### config.mk
export PLATFORM = sky130hd
export DESIGN_NAME = eowm_rf
export DESIGN_NICKNAME = d
export VERILOG_FILES = /design/src/rtl/eowm_pkg.sv /design/src/rtl/eowm_rf.sv
export SDC_FILE = /design/constraint.sdc
export NUM_CORES = 1
export LEC_CHECK = 0
export BUFFER_PORTS_ARGS = -buffer_cell sky130_fd_sc_hd__buf_2
export CAP_MARGIN = 40
export CORE_MARGIN = 4
export CORE_UTILIZATION = 55
export CTS_CLUSTER_SIZE = 25
export DETAILED_ROUTE_END_ITERATION = 6
export GPL_ROUTABILITY_DRIVEN = 0
export HOLD_SLACK_MARGIN = 0.03
export MAX_ROUTING_LAYER = met4
export PLACE_DENSITY_LB_ADDON = 0.12
export SYNTH_ARGS = -nofsm -noshare
export SYNTH_HDL_FRONTEND = slang
export SYNTH_SLANG_ARGS = --single-unit
### constraint.sdc
create_clock -name i_clk -period 9.3 [get_ports i_clk]
set_input_delay 0.465 -clock i_clk [delete_from_list [all_inputs] [get_ports i_clk]]
set_output_delay 0.465 -clock i_clk [all_outputs]
set_load 0.01 [all_outputs]
### src/rtl/eowm_pkg.sv
// Shared types and constants of the eight-opcode word machine core.
// Holds command and opcode codes, engine states, field positions and the
// register-file request struct. Depends on nothing.
package eowm_pkg;

    // Default memory depth. The depth must be a power of two so that
    // address and pc wrap reduce to dropping the upper bits.
    localparam int MEM_WORDS_DEF = 65536;
    localparam int REG_COUNT     = 8;
    localparam int RIDX_W        = 3;
    localparam int WORD_W        = 32;
    localparam int ADDR_FIELD_W  = 16;
    localparam int CMD_W         = 2;

    // Stream packing.
    localparam int IN_TDATA_W  = 48;
    localparam int OUT_TDATA_W = 88;
    localparam int OUT_PAD_W   = OUT_TDATA_W - (WORD_W + ADDR_FIELD_W + 1 + WORD_W);

    // Instruction word fields.
    localparam int OP_LSB  = 22;
    localparam int RA_LSB  = 19;
    localparam int RB_LSB  = 16;
    localparam int OFF_W   = 16;

    typedef enum logic [CMD_W-1:0] {
        CMD_LOAD     = 2'd0,
        CMD_EXEC     = 2'd1,
        CMD_READ_MEM = 2'd2,
        CMD_READ_REG = 2'd3
    } t_cmd;

    typedef enum logic [2:0] {
        OP_ADD  = 3'd0,
        OP_NOR  = 3'd1,
        OP_LW   = 3'd2,
        OP_SW   = 3'd3,
        OP_BEQ  = 3'd4,
        OP_JALR = 3'd5,
        OP_HALT = 3'd6,
        OP_NOOP = 3'd7
    } t_op;

    typedef enum logic [2:0] {
        ST_IDLE  = 3'd0,
        ST_FETCH = 3'd1,
        ST_EXEC  = 3'd2,
        ST_LOAD  = 3'd3,
        ST_RDMEM = 3'd4,
        ST_RDREG = 3'd5
    } t_state;

    typedef struct packed {
        logic              we;
        logic [RIDX_W-1:0] waddr;
        logic [WORD_W-1:0] wdata;
        logic              re;
        logic [RIDX_W-1:0] raddr_a;
        logic [RIDX_W-1:0] raddr_b;
    } t_rf_req;

    function automatic logic [WORD_W-1:0] sext_off(input logic [OFF_W-1:0] off);
        sext_off = {{(WORD_W - OFF_W){off[OFF_W-1]}}, off};
    endfunction

endpackage

### src/rtl/eowm_rf.sv
// Register file of the word machine: eight words, one write and two
// registered read ports. Depends on eowm_pkg.
module eowm_rf (
    input  logic                              i_clk,
    input  logic                              i_rst_n,
    input  eowm_pkg::t_rf_req                 i_req,
    output logic [eowm_pkg::WORD_W-1:0]       o_qa,
    output logic [eowm_pkg::WORD_W-1:0]       o_qb
);

    logic [eowm_pkg::WORD_W-1:0]    r_mem [eowm_pkg::REG_COUNT];
    logic [eowm_pkg::REG_COUNT-1:0] r_vld;

    // Entries never written since reset read as zero.
    always_ff @(posedge i_clk) begin
        if (!i_rst_n) begin
            r_vld <= '0;
        end else if (i_req.we) begin
            r_vld[i_req.waddr] <= 1'b1;
        end
    end

    always_ff @(posedge i_clk) begin
        if (i_req.we) begin
            r_mem[i_req.waddr] <= i_req.wdata;
        end
        if (i_req.re) begin
            o_qa <= r_vld[i_req.raddr_a] ? r_mem[i_req.raddr_a] : '0;
            o_qb <= r_vld[i_req.raddr_b] ? r_mem[i_req.raddr_b] : '0;
        end
    end

endmodule

== Word-level counts from Yosys, hierarchy flattened ==
Memories as Yosys holds them, arrays and structs flattened. A register that Yosys moved wholly into a read port is not among the register bits.
Cells that the tools add are included.

* Register bits: 8
* Memories: 1
* Bits in latches: 0
* Bits in read-only memories: 0
* Output and inout bits: 64
* Input bits: 45
* RAM bits: 256
* Logic and storage cells: 18

* Muxes and demuxes: 8
* Magnitude comparators: 4
* Divide/modulo/power cells: 0
* Reductions and logical operators: 3
* Equal/unequal tests: 0
* Shift operators: 0
* $add $sub $neg: 0
* Multipliers: 0
* Bitwise gates (word level): 1

{| class="wikitable"
|+ Memory list
! name !! depth !! width !! rd ports !! clocked after memory_dff !! write ports !! RTL line !! RTL
|-
| r_mem || 8 || 32 || 2 || 2 || 1 || eowm_rf.sv:11 || <nowiki>logic [eowm_pkg::WORD_W-1:0] r_mem [eowm_pkg::REG_COUNT];</nowiki>
|}

{| class="wikitable"
|+ Operator list
! operator !! number
|-
| < comparator 3 x 4 -> 1 bit, second input constant || 3
|-
| bitwise OR 8 bit || 1
|-
| binary-select mux 1 bit (select 3 bit) || 2
|-
| 2-to-1 mux 1 bit || 5
|-
| demux 1 bit (select 3 bit) || 1
|-
| >= comparator 3 x 1 -> 1 bit, second input constant || 1
|-
| zero test 1 bit || 2
|-
| logical AND 1 bit || 1
|}

== Longest topological paths before layout ==
Gate-level depths: netlist of run 1.

* Word-level depth: 5
* Mapped depth: 5
* Mapped depth without buffers: 3

== Worst setup path after synthesis of run 1 ==
No wires, ideal clock.

* Path kind: input port to flip-flop
* Start: input i_req[41] (netlist name)
* End: memory r_mem[0][0] (netlist name), enable pin
* Library setup time: 0.464 ns
* Path buffers: 0
* Data required time: 8.836 ns
* Arrival time: 2.901 ns
* Path slack: 5.935 ns
* Stages: 2
* Cell sequence: nand2b_1 -> nor3_1

{| class="wikitable"
|+ RTL lines
! item !! RTL line !! RTL
|-
| start, declared || eowm_rf.sv:6 || <nowiki>input eowm_pkg::t_rf_req i_req,</nowiki>
|-
| end, declared || eowm_rf.sv:11 ||
|}

Straight into the memory's write port.

== Worst setup path in the final report of run 1 ==
* Start: input i_req[2] (netlist name)
* End: register o_qb[3] (netlist name), read port of r_mem, data pin

* Cells in the longest elaborated chain, start to end: 3

{| class="wikitable"
|+ RTL lines
! item !! RTL line !! RTL
|-
| binary-select mux 1 bit (select 3 bit) || eowm_rf.sv:29 || <nowiki>o_qb <= r_vld[i_req.raddr_b] ? r_mem[i_req.raddr_b] : '0;</nowiki>
|-
| 2-to-1 mux 1 bit (not written as such) || eowm_rf.sv:29 ||
|-
| zero test 1 bit (no line) || - ||
|-
| end, declared || eowm_rf.sv:8 || <nowiki>output logic [eowm_pkg::WORD_W-1:0] o_qb</nowiki>
|}

Parallel ways exist; a longest one is shown, timed or not. The select of a mux whose other input is x is not followed.
A chain may end at the register's enable or synchronous reset.

==> results of run 1 <==
cell usage after synthesis:
master	n	share of area, %
mux2i_1	64	4.6
clkbuf_1	5	0.13
mux2i_2	2	0.20
mux4_2	132	21
nand2_1	2	0.054
o21a_1	8	0.43
nor3_1	2	0.071
buf_4	7	0.37
dfxtp_1	8	1.1
buf_2	14	0.50
nor2_1	70	1.9
buf_1	10	0.27
nand2b_1	3	0.13
buf_6	7	0.56
edfxtp_1	320	69
per-stage QoR:
| step | power, mW | utilization (%) | hold slack [ps] | setup slack [ps] | instance area [sq um] |
|---|---|---|---|---|---|
| floorplan | 1.89 | - | 452 | 5940 | 14000 |
| global placement | 1.96 | 59.4 | 466 | 6330 | 14900 |
| detailed placement | 1.98 | 59.8 | 477 | 6290 | 15000 |
| CTS | 3.38 | 64.5 | 214 | 6800 | 16200 |
| global route | 3.47 | 64.5 | 223 | 6730 | 16200 |
| finish | 3.35 | 64.5 | 229 | 6850 | 16200 |
registers in the layout, summed over array words and instances (netlist names):
name / cells
o_qa: 32
o_qb: 32
r_mem: 256
r_vld: 8
logic make-up after synthesis:
kind of cell    synth area share (%)
buf+inv                         1.84
compound gates                 0.428
simple gates                    2.13
mux                             26.0
flops                           69.6
power breakdown:
group          internal (mW)  leakage (nW)  switching, mW  total (mW)
clock network          0.876         0.569          0.530        1.41
registers               1.68          3.05         0.0205        1.70
logic                  0.115          1.95          0.130       0.245
total                   2.67          5.57          0.680        3.35
area by class of cell:
class	instances	area [sq um]	share of cell area (%)
antenna	3	7.51	0.0464
clock buffer	50	985	6.08
multi-input combinational	283	4070	25.2
clock inverter	12	185	1.14
tap	330	413	2.55
timing repair buffer	127	761	4.70
sequential	328	9770	60.3
layer usage:
layer  vias up  wire [um]  global-route usage (%)
met5         -          0                       -
met4         0        646                    5.93
met3        53       1810                    4.30
met2       223      15400                    36.9
met1      3676      12100                    29.8
li1       3012          -                       -
final timing paths:
kind	start	endpoint	cells after the start	slack, ps
worst max-delay path	i_req[2]	o_qb[3]$_SDFFCE_PN0P_	6	6850
worst min register to register	r_vld[4]$_SDFFE_PN0P_	r_vld[4]$_SDFFE_PN0P_	1	490
worst max register to register	r_vld[5]$_SDFFE_PN0P_	o_qb[3]$_SDFFCE_PN0P_	4	7120
worst min-delay path	i_req[20]	r_mem[1][13]$_DFFE_PP_	1	230
critical path, cell delays in order:
cell     delay, ps
buf_2           80
buf_4          580
mux4_2         440
mux2i_4        630
buf_4          390
nor2_1          90
==> flow_summary_export.csv, run 1 <==
group,metric,value,unit
synth,synth_seq_cells,328,
pwr,vdd_drop_max,0.147,mV
critical_path,crit_path_start_kind,"primary input",
cts,path_clk_slew,60,ps
pwr,p_leak,5.57,nW
sta,tightest_slew,759,ps
critical_path,crit_arrival,2690,ps
floorplanning,die_x,168,um
floorplanning,core_area,25100,sq um
cts,numCtsBuffers,36,
status,outcome,"finished clean",
route,vias,6964,
place,placed_cells,1068,
finish,area_growth,15.4,%
sta,rsz0062_at_grt,"false",
synth,synth.cell_area,14000,sq um
sta,worst_clock_skew,8.49,ps
sta,fmax,409,MHz
finish,mostFrequentLayoutCell,"edfxtp_1",
floorplanning,dieArea,28100,sq um
floorplanning,io_pins,109,
route,vias_per_cell,6.15,
route,dr.pass1.iters,5,
finish,final_cell_mix,"edfxtp_1, mux4_2, buf_2",
cts,cts_num_sinks,328,
critical_path,cp-end-kind,"register",
sta,setup_tns,0,ps
finish,stdcell_count,1133,
pwr,p_per_area,207,nW/um^2
cts,clk_root_buffer_cell,"clkbuf_16",
sta,slew_viol_final,0,
grt,antenna_found_initial,3,
finish,fin_nets,821,
grt,grt_pass1_vias,7762,
route,routedWlPerCell,26.5,um
finish,layout-drive-gt1-share,39.5,%
grt,grt_max_degree,50,
cts,worstSkewPairLatency,500,ps
grt,overflow,0,
min_path,hold_path_class,"primary input to register",
run,maxCapViolCount,0,
cts,cts_hold_buf,0,
sta,slew_headroom,48.3,%
synth,synth-seq-area-share,69.6,%
sta,hold_viol_final,0,
route,wl,30000,um
cts,cts_resized,0,
sta,finalCritPeriodShare,26.3,%
route,drcViolationCount,0,
sta,finalSetupViolCount,0,
place,hpwl,16400,um
synth,syn_inst,654,
synth,synth_cell_type_count,15,
cts,cts_buffer_depth,3,
floorplanning,core.rowCount,58,
route,first_iter_violations,648,
route,antenna_left,0,
critical_path,worstSetupPathType,"primary input to register",
cts,cts_tree,"built",
critical_path,required,9550,ps
finish,fillers,1728,
cts,htree_levels,2,
grt,grt_pass1_wl,46300,um
floorplanning,die_y,168,um
synth,syn_area_per_cell,21.4,sq um
synth,ys_warn_count,0,
floorplanning,initial_core_util,55.9,%
grt,track_usage,22.5,%
sta,fin_crit,2450,ps
place,port-buffer-count,108,
critical_path,crit_fanout,34,
synth,syn_nets,699,
cts,post_cts_buffers,0,
No activity file was read; power rests on OpenSTA's default activity.
==> inputs of run 2 (changes only) <==
- ABC_AREA: unset -> 1
- clock period: 9.3 -> 2.5 ns (I/O delays scaled with it)
==> run 2 against run 1 <==
Via count rose by 90%. Critical path depth rose by 2. Design area rose by 16%. Non-clock buffer count rose by 56. Clock skew rose by 2.1 ps. Sequential cell count did not move. Setup slack got worse by 6500 ps. Critical path type unchanged. Largest power group unchanged.
==> flow_summary_export.csv, run 2 <==
group,metric,value,unit
cts,cts_buffer_depth,3,
sta,slew_viol_final,0,
synth,synth_top_flop_cell,"edfxtp_1",
finish,largest_reg_flops,256,
cts,path_clk_slew,60,ps
floorplanning,dieArea,33200,sq um
finish,layout-drive-gt1-share,9.21,%
grt,grt_pass1_vias,13000,
floorplanning,die_y,182,um
pwr,p_per_area,669,nW/um^2
synth,synth.most_common_cell,"nand2_1",
sta,fmax,474,MHz
place,port-buffer-count,108,
finish,post-route-util,63.2,%
critical_path,crit_arrival,2250,ps
route,dr.pass1.iters,5,
critical_path,rr_worst_depth,9,
floorplanning,core.rowCount,63,
critical_path,crit_start,"i_req[42]",
critical_path,crit_path_frequent_cell,"dlygate4sd3_1",
critical_path,cp_top_family,"buffers and inverters",
sta,hold_viol_final,0,
floorplanning,die_x,182,um
synth,synth.cell_area,16700,sq um
run,maxCapViolCount,0,
cts,cts_resized,0,
synth,synth-seq-area-share,58.5,%
critical_path,rr_startpoint,"r_vld[7]$_SDFFE_PN0P_",
grt,antenna_found_initial,1,
grt,track_usage,26.7,%
sta,finalCritPeriodShare,84.4,%
place,placed_cells,2418,
critical_path,crit_path_start_kind,"primary input",
route,wl,43100,um
grt,grt_pass1_wl,68500,um
critical_path,crit_fanout,32,
synth,ys_warn_count,0,
cts,numCtsBuffers,37,
finish,fillers,2522,
finish,top_register,"r_mem",
sta,setup_tns,0,ps
grt,grt_max_degree,133,
synth,synth_top_area_share,57.5,%
cts,cts_tree,"built",
sta,tightest_slew,740,ps
route,routedWlPerCell,17.1,um
synth,async_flop_share,0,%
sta,worst_clock_skew,10.6,ps
sta,finalSetupViolCount,0,
grt,overflow,0,
critical_path,rrSetupSlack,1040,ps
status,outcome,"finished clean",
route,vias,13200,
pwr,vdd_drop_max,0.788,mV
route,first_iter_violations,1321,
finish,final_cell_mix,"nand2_1, inv_1, edfxtp_1",
cts,cts_num_sinks,328,
route,antenna_left,0,
synth,synth_cell_type_count,15,
place,dpl_cell_area,17400,sq um
grt,busiest_layer,"met2",
synth,synth_seq_cells,328,
finish,area_growth,12.6,%
critical_path,rr_endpoint,"o_qb[0]$_SDFFCE_PN0P_",
sta,rsz0062_at_grt,"false",
critical_path,worstSetupEndpoint,"r_mem[2][27]$_DFFE_PP_",
floorplanning,core_area,29800,sq um
min_path,hold_path_class,"primary input to register",
route,vias_per_cell,5.25,
synth,ys_top_cells_by_area,"edfxtp_1, nand2_1, nand3_1",
finish,mostFrequentLayoutCell,"nand2_1",
synth,syn_inst,1990,
synth,yosysTopAreaCell,"edfxtp_1",
critical_path,worstSetupPathType,"primary input to register",
cts,post_cts_buffers,0,
finish,stdcell_area,18800,sq um
cts,worstSkewPairLatency,510,ps
critical_path,cp.depth,8,
synth,syn_nets,2035,
finish,stdcell_count,2520,
critical_path,crit_path_cell_trace,"dlygate4sd3_1 -> buf_2 -> inv_1 -> nor2_1 -> dlygate4sd3_1 -> nand2_1 -> clkinv_1 -> buf_4",
floorplanning,io_pins,109,
synth,synth_common_cells,"nand2_1, inv_1, edfxtp_1",
sta,slew_headroom,50.6,%
finish,reg_top3,"r_mem: 256 flops, o_qa: 32 flops, o_qb: 32 flops",
critical_path,cp-end-kind,"register",
sta,fin_crit,2110,ps
pwr,total_power,12.6,mW
route,drcViolationCount,0,
cts,clk_root_buffer_cell,"clkbuf_16",
critical_path,required,2640,ps
critical_path,path_buf_inv,6,
cts,htree_levels,2,
grt,grtUsageMet1,35.1,%
synth,syn_area_per_cell,8.40,sq um
place,hpwl,23900,um
critical_path,cpPeakStageDelay,600,ps
floorplanning,initial_core_util,56.1,%
grt,use_met2,43.7,%
critical_path,slowest_stage,"dlygate4sd3_1",
synth,synth_edf_count,320,
grt,grtUsageMet3,3.37,%
pwr,p_leak,9.40,nW
finish,fin_nets,2151,
==> run 2: cell types whose count changed after synthesis, moves of 8 or more <==
| cell | delta |
|---|---|
| nand2_1 | +928 |
| inv_1 | +344 |
| nand3_1 | +264 |
| mux4_2 | -132 |
| mux2i_1 | -64 |
| nor2_1 | -61 |
| buf_2 | +42 |
| buf_6 | +27 |
| o21a_1 | -8 |
==> run 2: logic make-up (layout without fill, tap and decap cells) <==
| logic type | after synthesis | in the layout | synth area share (%) |
|---|---|---|---|
| simple gates | 1204 | 1204 | 29.0 |
| buf+inv | 452 | 591 | 12.3 |
| flops | 328 | 328 | 58.5 |
| compound gates | 6 | 6 | 0.180 |
| other cells | 0 | 1 | 0 |
==> run 2: repair_timing <==
action	in CTS	in global routing
setup endpoints to repair	0	0
hold buffers	39	0
endpoints found under the hold margin	264	0
==> run 2: layout make-up <==
type                       count  area, sq um  area share (%)
antenna                        1         2.50          0.0133
inverter                     346         1300            6.93
clock inverter                19          110           0.585
sequential                   328         9770            51.9
multi-input combinational   1210         4900            26.0
tap                          390          488            2.59
timing repair buffer         183         1300            6.89
clock buffer                  43          948            5.04
==> run 2: metrics by stage <==
step / hold slack (ps) / setup slack (ps)
4_1_cts: 68.9 / 417
3_5_place_dp: 405 / 660
3_3_place_gp: 394 / 687
5_1_grt: 84.9 / 268
6_report: 66.0 / 390
2_1_floorplan: 224 / 478
==> run 2: layer usage <==
metal / wire (um) / share of wire, % / up-vias
met5: 0 / 0 / -
met4: 1130 / 2.6 / 0
met3: 3720 / 8.6 / 103
met2: 20400 / 47 / 646
met1: 17900 / 41 / 6103
li1: - / - / 6385
==> run 2: worst register-to-register path, delay by kind of cell (launching register included) <==
family | cells | cell delay [ps]
flip-flops | 1 | 350
AND/OR/NAND/NOR | 6 | 510
buffers and inverters | 3 | 470
==> run 2: how the worst min path moves through the flow <==
stage / startpoint / endpoint / slack, ps / cells past startpoint
after floorplan: i_req[7] / r_mem[0][0]$_DFFE_PP_ / 220 / 0
after global placement: i_req[31] / r_mem[1][24]$_DFFE_PP_ / 390 / 1
after detailed placement: i_req[31] / r_mem[6][24]$_DFFE_PP_ / 400 / 1
after CTS: i_req[6] / o_qb[18]$_SDFFCE_PN0P_ / 70 / 1
after global routing: i_req[6] / o_qb[18]$_SDFFCE_PN0P_ / 80 / 1
final: i_req[6] / o_qb[19]$_SDFFCE_PN0P_ / 70 / 1
==> run 2: where the power goes <==
group          total, mW  internal [mW]  switching, mW
registers           6.32           6.27         0.0488
clock network       4.86           2.79           2.07
logic               1.40          0.435          0.969
==> inputs of run 3 (changes only) <==
- ABC_AREA: 1 -> 0
- CORE_UTILIZATION: 55 -> 54
- clock period: 2.5 -> 1.78 ns (I/O delays scaled with it)
==> run 3 against run 2 <==
Utilization increased by 3.1 points. Register-to-register slack got worse by 870 ps. Count of clock-buffer cells in the layout increased by 5. Wire length decreased by 29%. Clock power increased by 44%. Critical endpoint is now o_qa[7]$_SDFFCE_PN0P_. Largest cell class unchanged. Highest routed layer unchanged.
==> flow_summary_export.csv, run 3 (synthesis results as in run 1) <==
group,metric,value,unit
sta,setup_tns,0,ps
grt,grt_pass1_vias,7901,
route,antenna_left,0,
grt,grt_pass1_wl,46200,um
critical_path,required,2030,ps
critical_path,crit_fanout,16,
finish,multi_input_area,4090,sq um
pwr,p_leak,5.86,nW
sta,tightest_slew,441,ps
finish,final_cell_mix,"edfxtp_1, mux4_2, buf_2",
cts,worstSkewPairLatency,500,ps
floorplanning,core.rowCount,58,
finish,layout-drive-gt1-share,39.1,%
cts,numCtsBuffers,35,
critical_path,slowest_stage,"mux4_2",
sta,slew_headroom,70.5,%
pwr,p_per_area,1030,nW/um^2
critical_path,crit_arrival,1860,ps
cts,htree_levels,2,
run,maxCapViolCount,0,
grt,grtUsageMet1,29.4,%
sta,slew_viol_final,0,
finish,post-route-util,66.3,%
finish,fillers,1699,
grt,antenna_found_initial,0,
critical_path,crit_path_start_kind,"register",
route,dr.pass1.iters,6,
floorplanning,initial_core_util,55.2,%
floorplanning,die_y,169,um
place,hpwl,17700,um
sta,hold_viol_final,0,
cts,cts_tree,"built",
route,routedWlPerCell,25.9,um
sta,fin_hold_ws,119,ps
finish,reg_top3,"r_mem: 256 flops, o_qa: 32 flops, o_qb: 32 flops",
cts,cts_num_sinks,328,
grt,use_met2,38.4,%
grt,overflow,0,
place,port-buffer-count,108,
grt,grtUsageMet3,3.33,%
sta,rsz0062_at_grt,"false",
status,outcome,"finished clean",
cts,cts_resized,0,
grt,busiest_layer,"met2",
critical_path,cpPeakStageDelay,500,ps
cts,cts_buffer_depth,3,
floorplanning,io_pins,109,
cts,post_cts_buffers,0,
floorplanning,dieArea,28600,sq um
floorplanning,core_area,25400,sq um
cts,path_clk_slew,60,ps
pwr,vdd_drop_max,0.624,mV
sta,finalCritPeriodShare,90.2,%
finish,area_growth,20.1,%
place,pre_cts_ws,141,ps
critical_path,crit_path_cell_trace,"mux4_2 -> mux2i_4 -> buf_12 -> nor2_1",
pwr,total_power,17.3,mW
sta,finalSetupViolCount,0,
route,drcViolationCount,0,
finish,fin_nets,870,
finish,mostFrequentLayoutCell,"edfxtp_1",
cts,clk_root_buffer_cell,"clkbuf_16",
critical_path,worstSetupPathType,"register to register",
sta,fin_crit,1610,ps
finish,regArea,9770,sq um
route,vias,7208,
route,vias_per_cell,6.10,
finish,top_register,"r_mem",
sta,fmax,623,MHz
floorplanning,die_x,169,um
route,first_iter_violations,782,
finish,largest_reg_flops,256,
critical_path,cp-end-kind,"register",
route,wl,30500,um
sta,worst_clock_skew,10.5,ps
min_path,hold_path_class,"primary input to register",
sta,worst_slack,174,ps
grt,grt_max_degree,65,
grt,track_usage,22.5,%
-- run 3: cell types whose count changed in the layout (fill, tap and decap cells not counted), moves of 8 or more --
cell,previous run,this run
nand2_1,930,2
inv_1,336,0
nand3_1,264,0
mux4_2,0,132
mux2i_1,0,64
nor2_1,8,64
buf_12,7,24
buf_4,32,15
clkinv_1,16,5
o21a_1,0,8
-- run 3: metal layers --
metal  vias up  part of all wire, %
li1       3106                    -
met1      3845                   40
met2       218                   54
met3        39                  5.4
met4         0                  1.5
met5         -                    0
-- run 3: metrics by stage --
step	instances	area, sq um
final	1181	16800
after global routing	1180	16800
after CTS	1180	16800
after detailed placement	1083	15400
after global placement	1083	15400
after floorplan	654	14000
-- run 3: what timing repair did --
item / in CTS / in global routing
hold endpoints to repair: 267 / 0
setup endpoints to repair: 0 / 0
hold buffers: 35 / 0
-- run 3: power breakdown --
part	internal (mW)	switching [mW]	total [mW]
Combinational	0.715	0.711	1.43
Sequential	8.77	0.111	8.88
Clock	4.21	2.79	7.00
-- run 3: final cells by class --
type,count,area share (%)
well taps,330,2.45
diodes,1,0.0149
clock buffers,48,5.93
flip-flops and latches,328,58.0
clock inverters,14,0.676
multi-input cells,283,24.3
repair buffers,177,8.66
-- run 3: worst max-delay path: cells and delay by family (launching register included) --
kind	cells	cell delay (ps)
flops	1	330
simple gates	1	60
mux	2	740
buf+inv	1	210
-- run 3: final timing paths --
kind | startpoint | endpoint | slack, ps | cells past startpoint
worst min register to register | r_vld[4]$_SDFFE_PN0P_ | r_vld[4]$_SDFFE_PN0P_ | 510 | 1
worst min-delay path | i_req[5] | o_qa[8]$_SDFFCE_PN0P_ | 120 | 3
worst max-delay path | r_vld[5]$_SDFFE_PN0P_ | o_qa[7]$_SDFFCE_PN0P_ | 170 | 4
worst max register to register | r_vld[5]$_SDFFE_PN0P_ | o_qa[7]$_SDFFCE_PN0P_ | 170 | 4
